<file path="src/design/bsss_pkg.sv">
// Shared types and codes for the bounded stack with search and sort.
`default_nettype none
package bsss_pkg;

  // Action codes carried on in_action
  localparam logic [2:0] ACT_PUSH = 3'd0;
  localparam logic [2:0] ACT_POP  = 3'd1;
  localparam logic [2:0] ACT_PEEK = 3'd2;
  localparam logic [2:0] ACT_FIND = 3'd3;
  localparam logic [2:0] ACT_SORT = 3'd4;

  localparam int unsigned DATA_W = 32;
  localparam int unsigned POS_W  = 7;

  // Per-cycle operation applied to every cell of the chain
  typedef enum logic [2:0] {
    C_HOLD,
    C_PUSH,        // shift toward the bottom, top cell takes the pushed value
    C_POP,         // shift toward the top
    C_SWAP,        // one odd-even transposition phase
    C_FIND_LOAD,   // latch the compare result into the hit flag
    C_FIND_SHIFT   // move hit flags one cell toward the top
  } cell_op_t;

  typedef struct packed {
    cell_op_t op;
    logic     phase;  // parity of the upper cell in each compare pair
  } cell_ctl_t;

endpackage
`default_nettype wire

</file>
<file path="src/design/bsss_cell.sv">
// One stack slot: value, valid flag and find hit flag, linked to both neighbors.
`default_nettype none
module bsss_cell (
  input  wire logic                      clk,
  input  wire logic                      rst_n,
  input  wire bsss_pkg::cell_ctl_t       ctl,
  input  wire logic                      pair_down,   // partner in this phase is the cell below
  input  wire logic signed [31:0]        key,
  input  wire logic signed [31:0]        above_value,
  input  wire logic                      above_valid,
  input  wire logic signed [31:0]        below_value,
  input  wire logic                      below_valid,
  input  wire logic                      below_hit,
  output logic signed [31:0]             value,
  output logic                           valid,
  output logic                           hit
);
  import bsss_pkg::*;

  logic signed [31:0] value_r, value_nxt;
  logic               valid_r, valid_nxt;
  logic               hit_r, hit_nxt;

  always_comb begin
    value_nxt = value_r;
    valid_nxt = valid_r;
    hit_nxt   = hit_r;
    case (ctl.op)
      C_PUSH: begin
        value_nxt = above_value;
        valid_nxt = above_valid;
      end
      C_POP: begin
        value_nxt = below_value;
        valid_nxt = below_valid;
      end
      C_SWAP: begin
        if (pair_down) begin
          // upper of the pair keeps the smaller value
          if (valid_r && below_valid && (below_value < value_r)) value_nxt = below_value;
        end else begin
          // lower of the pair keeps the larger value
          if (valid_r && above_valid && (above_value > value_r)) value_nxt = above_value;
        end
      end
      C_FIND_LOAD:  hit_nxt = valid_r && (value_r == key);
      C_FIND_SHIFT: hit_nxt = below_hit;
      default: ;
    endcase
  end

  always_ff @(posedge clk) begin
    value_r <= value_nxt;
    hit_r   <= hit_nxt;
    if (!rst_n) begin
      valid_r <= 1'b0;
    end else begin
      valid_r <= valid_nxt;
    end
  end

  assign value = value_r;
  assign valid = valid_r;
  assign hit   = hit_r;

endmodule
`default_nettype wire

</file>
<file path="config.mk">
export PLATFORM = sky130hd
export DESIGN_NAME = bsss_cell
export DESIGN_NICKNAME = d
export VERILOG_FILES = /design/src/design/bsss_pkg.sv /design/src/design/bsss_cell.sv
export SDC_FILE = /design/constraint.sdc
export NUM_CORES = 1
export LEC_CHECK = 0
export BUFFER_PORTS_ARGS = -buffer_cell sky130_fd_sc_hd__buf_4
export CORE_ASPECT_RATIO = 0.6
export CORE_MARGIN = 8
export CORE_UTILIZATION = 28
export DETAILED_ROUTE_END_ITERATION = 12
export HOLD_SLACK_MARGIN = 0.12
export PLACE_DENSITY = 0.5
export SLEW_MARGIN = 5
export SYNTH_ARGS = -nofsm -noshare
export SYNTH_HDL_FRONTEND = slang
export SYNTH_SLANG_ARGS = --single-unit
</file>
<file path="constraint.sdc">
create_clock -name clk -period 5.7 [get_ports clk]
set_clock_uncertainty 0.2 [all_clocks]
set_input_delay 1.14 -clock clk [delete_from_list [all_inputs] [get_ports clk]]
set_output_delay 1.14 -clock clk [all_outputs]
set_load 0.02 [all_outputs]
</file>
# ---- Word level (Yosys, flattened, before mapping)
# Index checks and enable logic that the tools add are counted.
dict set report word_totals {
  input_bits 106
  output_inout_bits 34
  wordCells 28
  reg_bits 34
}
dict set report op_classes {
  order_cmp 2
  n_mux 6
  n_reduce_logical 9
  eq_ne 8
}
# op count
set ops {}
lappend ops {{$mux 32} 3}
lappend ops {{$pmux 32 s3} 1}
lappend ops {{$eq 32x32->1} 1}
lappend ops {{$gt 32x32->1} 1}
lappend ops {{$lt 32x32->1} 1}
lappend ops {{$eq 3x2->1 const B} 2}
lappend ops {{$eq 3x3->1 const B} 2}
lappend ops {{$ne 3x3->1 const B} 2}
lappend ops {{$logic_and 1x1->1} 5}
lappend ops {{$pmux 1 s2} 2}
lappend ops {{$reduce_bool 2->1} 2}
lappend ops {{$eq 3x1->1 const B} 1}
lappend ops {{$reduce_and 3->1} 1}
lappend ops {{$reduce_bool 3->1} 1}

# ---- Depth between registers and ports, before layout
dict set report logic_depth {
  ltp_word 5
  depth_mapped 9
  mapped_depth_nobuf 9
}

# ---- Least setup slack after synthesis
# OpenSTA, ideal clock, no wires.
dict set report synth_timing {
  path_kind {input-to-reg}
  start {input below_value[31]}
  end {register value_r[0] (netlist: value[0]) (enable)}
  arrival_time_ps 3926
  path_slack_ps 1152
  t_required_ps 5078
  path_stages 8
  n_path_buf 0
  setup_time_ps 422
  path_cell_list {ha_1 > nand4_1 > nor4_2 > a221oi_1 > o21ai_0 > a31oi_1 > or3b_1 > a311oi_2}
}
dict set report synth_between {
  elab_chain_cells 4
}
# element line
set synth_rtl {}
lappend synth_rtl {{start, declared} bsss_cell.sv:11} ;# input wire logic signed [31:0] below_value,
lappend synth_rtl {{$lt 32x32->1} bsss_cell.sv:40} ;# if (valid_r && below_valid && (below_value < value_r)) value_nxt = below_value;
lappend synth_rtl {{$logic_and 1x1->1} bsss_cell.sv:40}
lappend synth_rtl {{$ne 3x3->1 (no line)} -}
lappend synth_rtl {{$reduce_and 3->1 (no line)} -}
lappend synth_rtl {{end signal, assigned} bsss_cell.sv:53} ;# value_r <= value_nxt;
lappend synth_rtl {{end, declared} bsss_cell.sv:20} ;# logic signed [31:0] value_r, value_nxt;
# Every way passes these cells.
# A chain may end at the register's enable or synchronous reset.

# ---- Worst setup path after layout
dict set report layout_timing {
  start {input below_value[9]}
  end {register value_r[20] (netlist: value[20]) (enable)}
}
# The elaborated chain is that of the path after synthesis.

==> reports/metrics.cfg <==
[critical_path]
critical_path_required_ps = 5460
arrival_ps = 3460
rrSetupSlack_ps = 2440
crit_path_end_kind = flip-flop
startpoint = below_value[9]
reg2reg_to = value[20]
endpoint = value[20]
cp-start-kind = primary input
rr_worst_depth = 10
cp_max_fo = 18
path_class = in -> reg
r2r-start = value[31]

[grt]
grtUsageTotal_pct = 15.0
grt_pass1_wl_mm = 17.9
grt_use_met3_pct = 5.57
met1_usage_pct = 22.1
first_global_vias = 3236
grt-busiest-layer = met1
antenna_found_initial = 0
grt_max_degree = 30
met2_usage_pct = 20.4
grt-ovfl-total = 0

[timing]
post-route-min-period_ps = 3690
max_freq_mhz = 271
slew_viol_final = 0
tns_ps = 0
setup_violations = 0
grt_setup_unrepaired = false
slew_headroom_pct = 53.6
whs_ps = 462
finalHoldViolCount = 0
fin_crit_sh_pct = 64.8
worst_pin_slew_ps = 690

[yosys]
ys_seq_area_share_pct = 30.2
avgSynthCellArea_um2 = 10.2
synthCells = 329
synth.distinct_cells = 40
syn_area_um2 = 3350
syn_nets = 498
async_flop_share_pct = 0
synth-seq-cells = 34
ys.flop_type = edfxtp_1
synth-edff-count = 33
yosys_warnings = 0

[layout]
area_delta_synth_final_pct = 42.1
mostFrequentLayoutCells = buf_4, ha_1, inv_1
final_layout_size_suffix_gt1_share_pct = 37.4
fillers = 1194
nNetsFinal = 641
antenna_cells = 0
final_common_cell = buf_4

[cts]
clk_pin_slew_ps = 60
tritoncts = done
cts_hold_buf = 0
worstSkewPairLatency_ps = 280
postCtsSetupBuffers = 0
cts_buffers = 5
htreeDepth = 2
ctsRootBufferMaster = clkbuf_16
cts-resized-gates = 0
cts.sinks = 34
clockBufferDepth = 2

[pwr]
power_density_nw_per_um2 = 190
power_leakage_nw = 2.20
irDropWorstVdd_mv = 0.0947
power_w = 0.000905

[floorplanning]
ios = 140
rows = 31
core_region_area_um2 = 11900
dieArea_um2 = 15800
die_h_um = 101
initial_core_util_pct = 28.2
die_width_um = 157

[worst_hold_path]
hp-class = reg -> reg

[route]
dr.pass1.iters = 4
drcViolationCount = 0
vias_per_cell = 4.77
drt_iter0_drc = 135
route.final.wire_length_mm = 12.0
vias = 3046
ant_nets = 0
wl_per_cell_um = 18.8

[placement]
portBuffers = 138
hpwl_mm = 10.4
place_congestion = 0.815

[run]
drv_cap = 0

[status]
status = complete, no violations

[metrics by stage]
step	worst slack, ps	std cells	util (%)	cell area [um2]
finish	2010	638	40.1	4760
global route	1810	638	40.1	4760
CTS	2010	638	40.1	4760
detailed placement	1710	630	38.8	4610
global placement	1700	630	38.8	4610
floorplan	1150	329	-	3350
[layout make-up]
class | instances | area (um2) | share of cell area [%]
Timing Repair Buffer | 141 | 1060 | 22.2
Clock inverter | 2 | 12.5 | 0.263
Sequential cell | 34 | 1010 | 21.2
Tap cell | 165 | 206 | 4.34
Clock buffer | 6 | 139 | 2.92
Inverter | 37 | 139 | 2.92
Multi-Input combinational cell | 253 | 2190 | 46.1
[how the worst min path moves through the flow]
stage,start,slack (ps),end,cells past startpoint
after floorplan,valid,510,valid,1
after global placement,valid,450,valid,1
after detailed placement,valid,450,valid,1
after CTS,valid,470,valid,1
after global routing,valid,480,valid,1
final,valid,460,valid,1
[metal layers]
metal	vias to the layer above	part of all wire (%)
met1	1403	54
li1	1529	-
met4	0	0.27
met5	-	0
met3	4	8.3
met2	110	37
[sequential cells by signal (all words and copies together), names as in the netlist]
name and cells:
value 32, hit 1, valid 1
[report_power, final]
group | total [W] | leakage (nW) | internal (W) | switching (W)
combinational | 0.000303 | 1.81 | 0.000146 | 0.000157
sequential | 0.000314 | 0.318 | 0.000297 | 0.0000172
clock | 0.000288 | 0.0729 | 0.000173 | 0.000114
total | 0.000905 | 2.20 | 0.000617 | 0.000288
[kinds of logic after synthesis]
kind of cell,Yosys count,share of synthesized area (%)
simple gates,65,11.0
buf+inv,42,4.86
mux,31,10.4
xor+xnor,30,7.84
fa+ha+maj,63,23.5
flops,34,30.2
compound gates,64,12.1
[Yosys cell counts, drive strengths merged (2+ instances only)]
| cell type | count | area share [%] |
|---|---|---|
| nor2b | 3 | 0.56 |
| nor3b | 2 | 0.60 |
| a221oi | 5 | 1.3 |
| o211ai | 2 | 0.45 |
| nor3 | 2 | 0.30 |
| edfxtp | 33 | 30 |
| mux2 | 31 | 10 |
| a2111o | 2 | 0.67 |
| buf | 4 | 0.60 |
| xnor2 | 14 | 3.7 |
| inv | 37 | 4.1 |
| ha | 63 | 24 |
| xor2 | 16 | 4.2 |
| nor4 | 6 | 1.3 |
| a2111oi | 2 | 0.52 |
| o21ai | 13 | 1.9 |
| nand2 | 19 | 2.1 |
| nand4 | 18 | 3.8 |
| nand3 | 5 | 0.75 |
| a21oi | 29 | 4.3 |
| nor2 | 6 | 0.67 |
| a21o | 3 | 0.67 |
[worst max-delay path, stage by stage]
cell and delay, ps:
buf_4 120, ha_1 280, a21oi_1 140, o21ai_0 190
a221oi_1 410, o31ai_1 160, a31oi_1 230, nand3_1 150
a311oi_4 290, buf_4 340
Power figures use the tool's default switching activity.
